<file path="src/plml_pkg.sv">
// Shared constants, codes and helpers for the pool-backed linked list manager.
`timescale 1ns / 1ps
package plml_pkg;

  // Pool size and the widths that follow from it.
  localparam int NODES  = 64;
  localparam int IDX_W  = $clog2(NODES);
  localparam int LINK_W = IDX_W + 1;

  // Link values beyond the pool are markers.
  localparam logic [LINK_W-1:0] END_MARK  = LINK_W'(NODES);
  localparam logic [LINK_W-1:0] HEAD_MARK = LINK_W'(NODES + 1);

  // Command codes.
  localparam logic [2:0] CMD_RESET  = 3'd0;
  localparam logic [2:0] CMD_FRONT  = 3'd1;
  localparam logic [2:0] CMD_BACK   = 3'd2;
  localparam logic [2:0] CMD_INSERT = 3'd3;
  localparam logic [2:0] CMD_ERASE  = 3'd4;
  localparam logic [2:0] CMD_RANGE  = 3'd5;

  // Status codes.
  localparam logic [1:0] ST_OK       = 2'd0;
  localparam logic [1:0] ST_EXHAUST  = 2'd1;
  localparam logic [1:0] ST_NOT_LIVE = 2'd2;
  localparam logic [1:0] ST_NO_END   = 2'd3;

  // Limits the configured pool size to one through the full pool.
  function automatic logic [LINK_W-1:0] clamp_pool(input logic [6:0] v);
    logic [LINK_W-1:0] r;
    if (v == 7'd0) begin
      r = LINK_W'(1);
    end else if (LINK_W'(v) > END_MARK || v > 7'(NODES)) begin
      r = END_MARK;
    end else begin
      r = LINK_W'(v);
    end
    return r;
  endfunction

endpackage

</file>
<file path="src/plml_ram.sv">
// Simple dual-port synchronous RAM with one write port and a registered read.
`timescale 1ns / 1ps
module plml_ram
  import plml_pkg::*;
#(
  parameter int AW = IDX_W,
  parameter int DW = LINK_W
) (
  input  logic          clk,
  input  logic          we,
  input  logic [AW-1:0] waddr,
  input  logic [DW-1:0] wdata,
  input  logic [AW-1:0] raddr,
  output logic [DW-1:0] rdata
);

  logic [DW-1:0] mem [2**AW];

  // Write and registered read.
  always_ff @(posedge clk) begin
    if (we) begin
      mem[waddr] <= wdata;
    end
    rdata <= mem[raddr];
  end

endmodule

</file>
<file path="src/pool_linked_list_manager.sv">
// Top level: doubly linked list over a node pool, with a free stack, in two link RAMs.
// Range erase walks the list node by node to the range end, then frees the nodes one by one;
// bad positions and an empty pool go straight to the result. One item at a time; busy stays
// high through the result strobe cycle, so a new item is taken only after the last result.
// Reset (rst, synchronous) rebuilds the free chain over all 64 entries; busy is high
// meanwhile. Results appear on done for one cycle; the receiver cannot stall.
`timescale 1ns / 1ps
module pool_linked_list_manager
  import plml_pkg::*;
(
  input  logic       clk,
  input  logic       rst,
  input  logic       start,
  output logic       busy,
  input  logic [2:0] command,
  input  logic [6:0] position,
  input  logic [6:0] range_end,
  output logic       done,
  output logic [6:0] result_node,
  output logic [1:0] status,
  output logic [6:0] live_count,
  input  logic       cfg_valid,
  output logic       cfg_ready,
  input  logic [6:0] cfg_data
);

  localparam logic [3:0] S_IDLE     = 4'd0;
  localparam logic [3:0] S_CLR      = 4'd1;
  localparam logic [3:0] S_INS_RD   = 4'd2;
  localparam logic [3:0] S_INS_W1   = 4'd3;
  localparam logic [3:0] S_INS_W2   = 4'd4;
  localparam logic [3:0] S_ERS_RD   = 4'd5;
  localparam logic [3:0] S_ERS_W1   = 4'd6;
  localparam logic [3:0] S_ERS_W2   = 4'd7;
  localparam logic [3:0] S_WALK_RD  = 4'd8;
  localparam logic [3:0] S_WALK_CHK = 4'd9;
  localparam logic [3:0] S_RNG_PV   = 4'd10;
  localparam logic [3:0] S_RNG_LINK = 4'd11;
  localparam logic [3:0] S_FREE_RD  = 4'd12;
  localparam logic [3:0] S_FREE_WB  = 4'd13;
  localparam logic [3:0] S_FIN      = 4'd14;

  logic [3:0]        state;
  logic [6:0]        pool_entries;
  logic [NODES-1:0]  live;
  logic [LINK_W-1:0] first_node, last_node, free_top, used_count;
  logic [LINK_W-1:0] clr_cnt, clr_n;
  logic              report;
  logic              front;
  logic [LINK_W-1:0] pos, rend, nx, pv, p, steps, res;
  logic [IDX_W-1:0]  nnode;
  logic [1:0]        stat;

  // RAM ports.
  logic              nl_we, pl_we;
  logic [IDX_W-1:0]  nl_waddr, pl_waddr, nl_raddr, pl_raddr;
  logic [LINK_W-1:0] nl_wdata, pl_wdata, nl_rdata, pl_rdata;

  // Decoded values for the item at the input.
  logic              pos_live, p_live;
  logic [LINK_W-1:0] ins_nx, pv_c, fill;

  plml_ram #(.AW(IDX_W), .DW(LINK_W)) u_next (
    .clk(clk), .we(nl_we), .waddr(nl_waddr), .wdata(nl_wdata),
    .raddr(nl_raddr), .rdata(nl_rdata)
  );

  plml_ram #(.AW(IDX_W), .DW(LINK_W)) u_prev (
    .clk(clk), .we(pl_we), .waddr(pl_waddr), .wdata(pl_wdata),
    .raddr(pl_raddr), .rdata(pl_rdata)
  );

  assign busy        = (state != S_IDLE);
  assign done        = (state == S_FIN);
  assign result_node = res;
  assign status      = stat;
  assign live_count  = used_count;
  assign cfg_ready   = 1'b1;

  // Liveness of the requested position, and whether the cursor node lies inside the pool.
  assign pos_live = (position < END_MARK) && live[position[IDX_W-1:0]];
  assign p_live   = (p < END_MARK);

  // Successor for an insertion, and the predecessor once the prev link is read.
  always_comb begin
    if (command == CMD_FRONT) begin
      ins_nx = first_node;
    end else begin
      ins_nx = (command == CMD_BACK || position == END_MARK) ? END_MARK : position;
    end
    if (front) begin
      pv_c = HEAD_MARK;
    end else begin
      pv_c = (nx < END_MARK) ? pl_rdata : last_node;
    end
    fill = ((clr_cnt + LINK_W'(1)) < clr_n) ? clr_cnt + LINK_W'(1) : END_MARK;
  end

  // RAM address and write selection per state.
  always_comb begin
    nl_raddr = (state == S_INS_RD) ? nnode : p[IDX_W-1:0];
    case (state)
      S_INS_RD: pl_raddr = nx[IDX_W-1:0];
      S_RNG_PV: pl_raddr = pos[IDX_W-1:0];
      default:  pl_raddr = p[IDX_W-1:0];
    endcase
    nl_we    = 1'b0;
    nl_waddr = p[IDX_W-1:0];
    nl_wdata = free_top;
    pl_we    = 1'b0;
    pl_waddr = nnode;
    pl_wdata = pv_c;
    case (state)
      S_CLR: begin
        nl_we    = 1'b1;
        nl_waddr = clr_cnt[IDX_W-1:0];
        nl_wdata = fill;
      end
      S_INS_W1: begin
        nl_we    = 1'b1;
        nl_waddr = nnode;
        nl_wdata = nx;
        pl_we    = 1'b1;
      end
      S_INS_W2: begin
        nl_we    = (pv < END_MARK);
        nl_waddr = pv[IDX_W-1:0];
        nl_wdata = LINK_W'(nnode);
        pl_we    = (nx < END_MARK);
        pl_waddr = nx[IDX_W-1:0];
        pl_wdata = LINK_W'(nnode);
      end
      S_ERS_W1: begin
        nl_we    = (pl_rdata < END_MARK);
        nl_waddr = pl_rdata[IDX_W-1:0];
        nl_wdata = nl_rdata;
        pl_we    = (nl_rdata < END_MARK);
        pl_waddr = nl_rdata[IDX_W-1:0];
        pl_wdata = pl_rdata;
      end
      S_ERS_W2, S_FREE_WB: begin
        nl_we = 1'b1;
      end
      S_RNG_LINK: begin
        nl_we    = (pl_rdata < END_MARK);
        nl_waddr = pl_rdata[IDX_W-1:0];
        nl_wdata = rend;
        pl_we    = (rend < END_MARK);
        pl_waddr = rend[IDX_W-1:0];
        pl_wdata = pl_rdata;
      end
      default: begin
      end
    endcase
  end

  // Command sequencer.
  always_ff @(posedge clk) begin
    if (rst) begin
      state        <= S_CLR;
      pool_entries <= 7'(NODES);
      clr_cnt      <= '0;
      clr_n        <= END_MARK;
      report       <= 1'b0;
      live         <= '0;
      first_node   <= END_MARK;
      last_node    <= HEAD_MARK;
      free_top     <= '0;
      used_count   <= '0;
    end else begin
      if (cfg_valid && cfg_ready) begin
        pool_entries <= cfg_data;
      end
      case (state)
        S_IDLE: begin
          if (start) begin
            pos  <= position;
            rend <= range_end;
            res  <= END_MARK;
            stat <= ST_OK;
            case (command)
              CMD_RESET: begin
                clr_cnt <= '0;
                clr_n   <= clamp_pool(pool_entries);
                report  <= 1'b1;
                state   <= S_CLR;
              end
              CMD_FRONT, CMD_BACK, CMD_INSERT: begin
                front <= (command == CMD_FRONT);
                nx    <= ins_nx;
                nnode <= free_top[IDX_W-1:0];
                if (command == CMD_INSERT && position != END_MARK && !pos_live) begin
                  stat  <= ST_NOT_LIVE;
                  state <= S_FIN;
                end else if (free_top >= END_MARK) begin
                  stat  <= ST_EXHAUST;
                  state <= S_FIN;
                end else begin
                  state <= S_INS_RD;
                end
              end
              CMD_ERASE: begin
                p <= position;
                if (!pos_live) begin
                  stat  <= ST_NOT_LIVE;
                  state <= S_FIN;
                end else begin
                  state <= S_ERS_RD;
                end
              end
              CMD_RANGE: begin
                p     <= position;
                steps <= '0;
                if (position != END_MARK && !pos_live) begin
                  stat  <= ST_NOT_LIVE;
                  state <= S_FIN;
                end else if (position == range_end) begin
                  res   <= range_end;
                  state <= S_FIN;
                end else begin
                  state <= S_WALK_RD;
                end
              end
              default: state <= S_FIN;
            endcase
          end
        end
        // Rebuild the free chain one entry a cycle.
        S_CLR: begin
          clr_cnt <= clr_cnt + LINK_W'(1);
          if (clr_cnt == END_MARK - LINK_W'(1)) begin
            live       <= '0;
            first_node <= END_MARK;
            last_node  <= HEAD_MARK;
            free_top   <= '0;
            used_count <= '0;
            state      <= report ? S_FIN : S_IDLE;
          end
        end
        S_INS_RD: state <= S_INS_W1;
        // Pop the free stack and link the new node to its neighbors.
        S_INS_W1: begin
          free_top <= nl_rdata;
          pv       <= pv_c;
          state    <= S_INS_W2;
        end
        S_INS_W2: begin
          if (nx >= END_MARK) begin
            last_node <= LINK_W'(nnode);
          end
          if (pv >= END_MARK) begin
            first_node <= LINK_W'(nnode);
          end
          live[nnode] <= 1'b1;
          used_count  <= used_count + LINK_W'(1);
          res         <= LINK_W'(nnode);
          state       <= S_FIN;
        end
        S_ERS_RD: state <= S_ERS_W1;
        // Unlink one node, then push it on the free stack.
        S_ERS_W1: begin
          if (nl_rdata >= END_MARK) begin
            last_node <= pl_rdata;
          end
          if (pl_rdata >= END_MARK) begin
            first_node <= nl_rdata;
          end
          res   <= nl_rdata;
          state <= S_ERS_W2;
        end
        S_ERS_W2: begin
          free_top             <= p;
          live[p[IDX_W-1:0]]   <= 1'b0;
          if (used_count != '0) begin
            used_count <= used_count - LINK_W'(1);
          end
          state <= S_FIN;
        end
        // Walk from the range start looking for the range end.
        S_WALK_RD: begin
          if (p_live && steps <= END_MARK) begin
            state <= S_WALK_CHK;
          end else begin
            stat  <= ST_NO_END;
            state <= S_FIN;
          end
        end
        S_WALK_CHK: begin
          steps <= steps + LINK_W'(1);
          if (nl_rdata == rend) begin
            p     <= pos;
            state <= S_RNG_PV;
          end else begin
            p     <= nl_rdata;
            state <= S_WALK_RD;
          end
        end
        S_RNG_PV: state <= S_RNG_LINK;
        // Bridge the predecessor of the range to its end.
        S_RNG_LINK: begin
          if (pl_rdata >= END_MARK) begin
            first_node <= rend;
          end
          if (rend >= END_MARK) begin
            last_node <= pl_rdata;
          end
          res   <= rend;
          state <= S_FREE_RD;
        end
        // Free the range nodes one by one.
        S_FREE_RD: begin
          state <= (p_live && p != rend) ? S_FREE_WB : S_FIN;
        end
        S_FREE_WB: begin
          free_top           <= p;
          live[p[IDX_W-1:0]] <= 1'b0;
          if (used_count != '0) begin
            used_count <= used_count - LINK_W'(1);
          end
          p     <= nl_rdata;
          state <= S_FREE_RD;
        end
        S_FIN: state <= S_IDLE;
        default: state <= S_IDLE;
      endcase
    end
  end

endmodule

</file>
<file path="config.mk">
export PLATFORM = sky130hd
export DESIGN_NAME = pool_linked_list_manager
export DESIGN_NICKNAME = d
export VERILOG_FILES = /design/src/plml_pkg.sv /design/src/plml_ram.sv /design/src/pool_linked_list_manager.sv
export SDC_FILE = /design/constraint.sdc
export NUM_CORES = 2
export LEC_CHECK = 0
export BUFFER_PORTS_ARGS = -buffer_cell sky130_fd_sc_hd__buf_2
export CAP_MARGIN = 20
export CORE_ASPECT_RATIO = 1.1
export CORE_UTILIZATION = 31
export DETAILED_ROUTE_END_ITERATION = 12
export GPL_TIMING_DRIVEN = 0
export PLACE_DENSITY = 0.58
export SYNTH_ARGS = -nofsm -noshare
export SYNTH_HDL_FRONTEND = slang
export SYNTH_SLANG_ARGS = --single-unit
</file>
<file path="constraint.sdc">
create_clock -name clk -period 4.6 [get_ports clk]
set_clock_uncertainty 0.05 [all_clocks]
set_input_delay 0.92 -clock clk [delete_from_list [all_inputs] [get_ports clk]]
set_output_delay 0.92 -clock clk [all_outputs]
set_load 0.005 [all_outputs]
</file>
== Yosys cells after proc, flatten, opt, wreduce, memory -nomap -nowiden ==
Memories as Yosys holds them, arrays and structs flattened. A register that Yosys moved wholly into a read port is not among the register bits.
Index checks and enable logic that the tools add are counted.

* Add/subtract/negate cells: 4
* Order comparisons: 21
* Equal/unequal tests: 38
* Mux-type cells: 77
* Bitwise gates (word level): 4
* Reductions and logical operators: 45

{| class="wikitable"
|+ Operators by type and width
! operator !! count
|-
| $mux W7 || 28
|-
| $pmux W64 S3 || 1
|-
| $pmux W7 S4 || 3
|-
| $and A64 B64 Y64 || 1
|-
| $mux W64 || 1
|-
| $not A64 Y64 || 1
|-
| $or A64 B64 Y64 || 1
|-
| $pmux W7 S3 || 3
|-
| $lt A7 B7 Y1 const B || 7
|-
| $pmux W4 S12 || 1
|-
| $ge A7 B7 Y1 const B || 6
|-
| $pmux W7 S2 || 3
|-
| $pmux W7 S5 || 1
|-
| $eq A4 B4 Y1 const B || 7
|-
| $mux W4 || 6
|-
| $pmux W6 S4 || 1
|-
| $add A7 B1 Y7 const B || 3
|-
| $lt A6 B7 Y1 const B || 3
|-
| $ne A2 B2 Y1 const B || 10
|-
| $pmux W6 S3 || 1
|-
| $eq A4 B3 Y1 const B || 4
|-
| $pmux W4 S4 || 1
|-
| $reduce_and A4 Y1 || 4
|-
| $reduce_and A3 Y1 || 5
|-
| other kinds (43) || 87
|}

* Register bits: 176
* RAM bits: 896
* Bits of input ports: 28
* Output and inout port bits: 19
* Word-level logic and storage cells: 211
* Memories: 2

{| class="wikitable"
|+ Memory list
! name !! depth !! width !! rd ports !! clocked after Yosys merged registers in !! write ports !! line !! source
|-
| u_next.mem || 64 || 7 || 1 || 1 || 1 || plml_ram.sv:17 || <nowiki>logic [DW-1:0] mem [2**AW];</nowiki>
|-
| u_prev.mem || 64 || 7 || 1 || 1 || 1 || plml_ram.sv:17 ||
|}

== Longest topological paths before layout ==
* Depth after elaboration: 9
* Depth in mapped cells: 15

== Modules after synthesis ==
A second synthesis with hierarchy kept.

* Cells, all modules: 2888
* Area total of the unflattened synthesis: 45671.3 um2

{| class="wikitable"
|+ By module, submodules not included
! module !! instances !! cells an instance !! area an instance (um2)
|-
| plml_ram at u_next || 1 || 837 || 17673.2
|-
| plml_ram at u_prev || 1 || 827 || 17635.7
|-
| pool_linked_list_manager || 1 || 1224 || 10362.4
|}

== Worst setup path before layout ==
No wires, ideal clock.

* Path kind: flip-flop to flip-flop
* Start: register clr_cnt[0]
* End: memory u_next.mem[0][5] (netlist bit) (data pin)
* Library setup time: 0.588 ns
* Arrival time: 3.814 ns
* Required time: 3.962 ns
* Slack: 0.148 ns
* Stages on the path, launching flop included: 11
* Buffers on the path: 0
* Cells stage by stage: dfxtp_1 -> ha_1 -> ha_1 -> a21boi_0 -> o21a_1 -> o21ai_0 -> nand2b_1 -> a211oi_1 -> o21bai_1 -> nand3b_1 -> a31oi_1

* Cells in the longest elaborated chain, start to end: 4

{| class="wikitable"
|+ Ends and longest elaborated chain
! item !! line !! source
|-
| start: declaration || pool_linked_list_manager.sv:47 || <nowiki>logic [LINK_W-1:0] clr_cnt, clr_n;</nowiki>
|-
| start signal: assignment || pool_linked_list_manager.sv:230 || <nowiki>clr_cnt <= clr_cnt + LINK_W'(1);</nowiki>
|-
| $add A7 B1 Y7 (*) || pool_linked_list_manager.sv:96 || <nowiki>fill = ((clr_cnt + LINK_W'(1)) < clr_n) ? clr_cnt + LINK_W'(1) : END_MARK;</nowiki>
|-
| $lt A7 B7 Y1 || pool_linked_list_manager.sv:96 ||
|-
| $mux W7 (*) || pool_linked_list_manager.sv:96 ||
|-
| $pmux W7 S5 (*) || pool_linked_list_manager.sv:113 || <nowiki>case (state)</nowiki>
|-
| via nl_wdata[5] || pool_linked_list_manager.sv:57 || <nowiki>logic [LINK_W-1:0] nl_wdata, pl_wdata, nl_rdata, pl_rdata;</nowiki>
|-
| end: declaration || plml_ram.sv:17 ||
|}

Mark *: on every way through the listed nets, which the timed path passes. The rest lies on a longest branch.

== Worst setup path in the final report ==
* Start: register state[3]
* End: memory u_next.mem[22][1] (netlist bit) (enable)

* Cells in the longest elaborated chain, start to end: 5
* Elaborated cells on any way between the ends: 13

{| class="wikitable"
|+ Ends and longest elaborated chain
! item !! line !! source
|-
| start: declaration || pool_linked_list_manager.sv:43 || <nowiki>logic [3:0] state;</nowiki>
|-
| start signal: assignment || pool_linked_list_manager.sv:237 || <nowiki>state <= report ? S_FIN : S_IDLE;</nowiki>
|-
| $eq A4 B4 Y1 (tied with other cells) || pool_linked_list_manager.sv:113 ||
|-
| $reduce_or A4 Y1 (no source line) or $reduce_or A2 Y1 (tied branches) || n/a ||
|-
| $pmux W1 S3 || pool_linked_list_manager.sv:113 ||
|-
| $mux W1 || plml_ram.sv:21 || <nowiki>if (we) begin</nowiki>
|-
| $mux W1 (implied by the code) || plml_ram.sv:22 || <nowiki>mem[waddr] <= wdata;</nowiki>
|}

Parallel ways exist; a longest one is shown, timed or not.

==> flow_summary_export.csv <==
group,metric,value,unit
synth,yosysSeqAreaShare,0.6903,
sta,period_needed,4.340,ns
synth,synthesis.area,45330,sq um
clocking,cts_tree,"built",
clocking,post_cts_resize_count,0,
clocking,cts.clk_slew.worst_paths,0.07,ns
pwr,ir_drop,0.3340,mV
floorplan,start_util,0.3137,
sta,hold_viol_final,0,
sta,worst_pin_slew,1.105,ns
pwr,p_per_area,376.7,nW/um^2
layout,final_cell_count_no_fill,5202,
clocking,clk_latency,0.73,ns
clocking,ctsHoldBuffers,0,
synth,async_flop_share,0,
grt,grt_max_degree,49,
detailed_routing,first_pass_iters,6,
sta,fin_crit_sh,0.9434,
sta,slew_headroom,0.2422,
grt,grt_first_pass_wirelength,181300,um
layout,drive_above_1_share,0.1617,
clocking,htree_levels,3,
floorplan,rows,146,
floorplan,die_width,366.6,um
synth,synth_top_cell_by_area,"edfxtp_1",
clocking,clock-sinks,1086,
clocking,cts_buffers,104,
detailed_routing,vias,27080,
layout,area_growth,14.36,%
critical_path,crit_type,"reg2reg",
floorplan,io_pins,47,
detailed_routing,routed_wirelength,123600,um
place,gp_congestion,0.9429,
synth,synth_seq_cells,1086,
place,placed_cell_area,48460,sq um
place,portBuffers,43,
layout,insertedDiodeCount,0,
pwr,power,0.01953,W
clocking,cts-root-buf,"clkbuf_16",
clocking,cts_setup_buffers,0,
pwr,p_leak,16.98,nW
synth,synthTopCellsByArea,"edfxtp_1 (63%), mux4_2 (9.8%), dfxtp_1 (5.8%), mux2i_1 (3.7%), nand2_1 (2.8%)",
sta,rsz0062_at_grt,"false",
place,dpl.hpwl,84850,um
layout,final_common_cell,"edfxtp_1",
floorplan,die_area,147800,sq um
sta,fmax,230.4,MHz
synth,synth_cell_types,72,
grt,antenna_found_initial,3,
layout,largestRegisters,"u_next.mem: 448 flops, u_prev.mem: 448 flops, live: 64 flops",
layout,final_cell_mix,"edfxtp_1 (954), nand2_1 (340), nor2_1 (236), mux4_2 (198), a21oi_1 (178)",
synth,syn_nets,3054,
grt,gr-total-overflow,0,
critical_path,crit_fanout,10,
place,dp_cells,5005,
detailed_routing,drtAntennaViolNets,0,
sta,setup_viol,0,
clocking,clockBufferDepth,3,
detailed_routing,vias_per_cell,5.206,
synth,synth_cells,3011,
critical_path,endpoint_kind,"flop",
critical_path,crit_arrival,4.60,ns
synth,ys_warn_count,0,
detailed_routing,drtIter0Drc,2846,
grt,grt_use_total,0.1647,
detailed_routing,drc,0,
critical_path,startpoint_type,"flop",
synth,synth_edf_count,954,
synth,syn_area_per_cell,15.05,sq um
floorplan,dieHeight,403.1,um
job,maxCapViolCount,0,
layout,postLayoutCellArea,51840,sq um
synth,yosysTopAreaCellShare,0.6320,
critical_path,cp.required,4.86,ns
layout,fin_util,0.3588,
outcome,outcome,"completed",
layout,n_fill_cell,13640,
min_path,hold_path.class,"in2reg",
layout,fin_nets,3230,
sta,tns,0,ns
detailed_routing,wl_per_cell,23.76,um
grt,grt_pass1_vias,26880,
floorplan,core,144500,sq um
synth,synth_ff_type,"edfxtp_1",
sta,slew_viol_final,0,
per-stage QoR:
stage	hold slack [ns]	setup slack, ns
after floorplan	0.3818	0.1480
after global placement	0.3901	-3.175
after detailed placement	0.3982	0.3414
after CTS	0.3001	0.3136
after global routing	0.3260	0.07890
final	0.3569	0.2601
where the power goes:
part / switching, W / leakage, nW / total [W] / internal, W
registers: 0.0000129 / 9.80 / 0.0107 / 0.0107
clock network: 0.00381 / 1.66 / 0.00855 / 0.00474
logic: 0.000223 / 5.52 / 0.000302 / 0.0000782
synthesized netlist by cell type (6+ instances only):
cell       instances
a31oi_1           22
buf_4             15
nor3b_1           13
buf_1             15
o21ai_0          106
clkbuf_1          96
mux2i_1          168
a21oi_1          178
o211ai_1           9
nand2b_1          18
nor3_1            21
dfxtp_1          132
buf_2             47
ha_1              14
xnor2_1           22
o2111ai_1          7
inv_1             30
nor2b_1           19
a32oi_1            7
a21o_1            15
or3_1              9
nand2_1          341
o22ai_1            6
mux4_2           198
o21a_1            10
nor2_1           237
nor4_1             7
and3_1             9
xor2_1            14
a222oi_1           8
nand3_1          107
nand4_1           17
edfxtp_1         954
a22oi_1           50
o21ai_1           25
worst paths after layout:
check / startpoint / endpoint / slack (ns) / cells past startpoint
max: state[3] / u_next.mem[22][1] / 0.26 / 7
min: position[0] / pos[0] / 0.36 / 1
max reg2reg: state[3] / u_next.mem[22][1] / 0.26 / 7
min reg2reg: free_top[2] / nnode[2] / 0.42 / 0
layer usage:
metal | vias up | wire, um | global-route usage | part of all wire
li1 | 11990 | - | - | -
met1 | 13680 | 49900 | 0.2124 | 0.40
met2 | 1144 | 61010 | 0.2778 | 0.49
met3 | 265 | 7725 | 0.02249 | 0.063
met4 | 2 | 4945 | 0.06988 | 0.040
met5 | - | 8 | 0 | 0.000065
kinds of logic (layout without fill, tap and decap cells):
| logic type | Yosys count | in the layout | share of synthesized area |
|---|---|---|---|
| muxes | 371 | 371 | 0.1368 |
| AOI/OAI and AO/OA | 471 | 471 | 0.06183 |
| other | 1 | 1 | 0.00008273 |
| adders and majority gates | 15 | 15 | 0.004306 |
| DFF | 1086 | 1086 | 0.6903 |
| xor gates and xnor gates | 36 | 36 | 0.006956 |
| and+or+nand+nor | 824 | 824 | 0.07960 |
| buffers and inverters | 207 | 474 | 0.02018 |
critical path, cell delays in order (launching register included):
cell and delay (ns):
dfxtp_1 0.35, nand2b_1 0.26, nor3_1 0.49, clkbuf_1 0.52, a22oi_1 0.14, a41oi_1 0.55
nand3_1 0.71, nor2_1 0.83
cell type report:
cell class                 instances  area [sq um]  area share
timing repair buffer              70         646.9     0.01248
buffer                           176         798.3     0.01540
tap                             1924          2407     0.04644
inverter                          31         116.4    0.002245
clock inverter                    75         623.1     0.01202
multi-input combinational       1718         13200      0.2547
clock buffer                     122          2754     0.05312
sequential                      1086         31290      0.6036
Power figures use the tool's default switching activity.
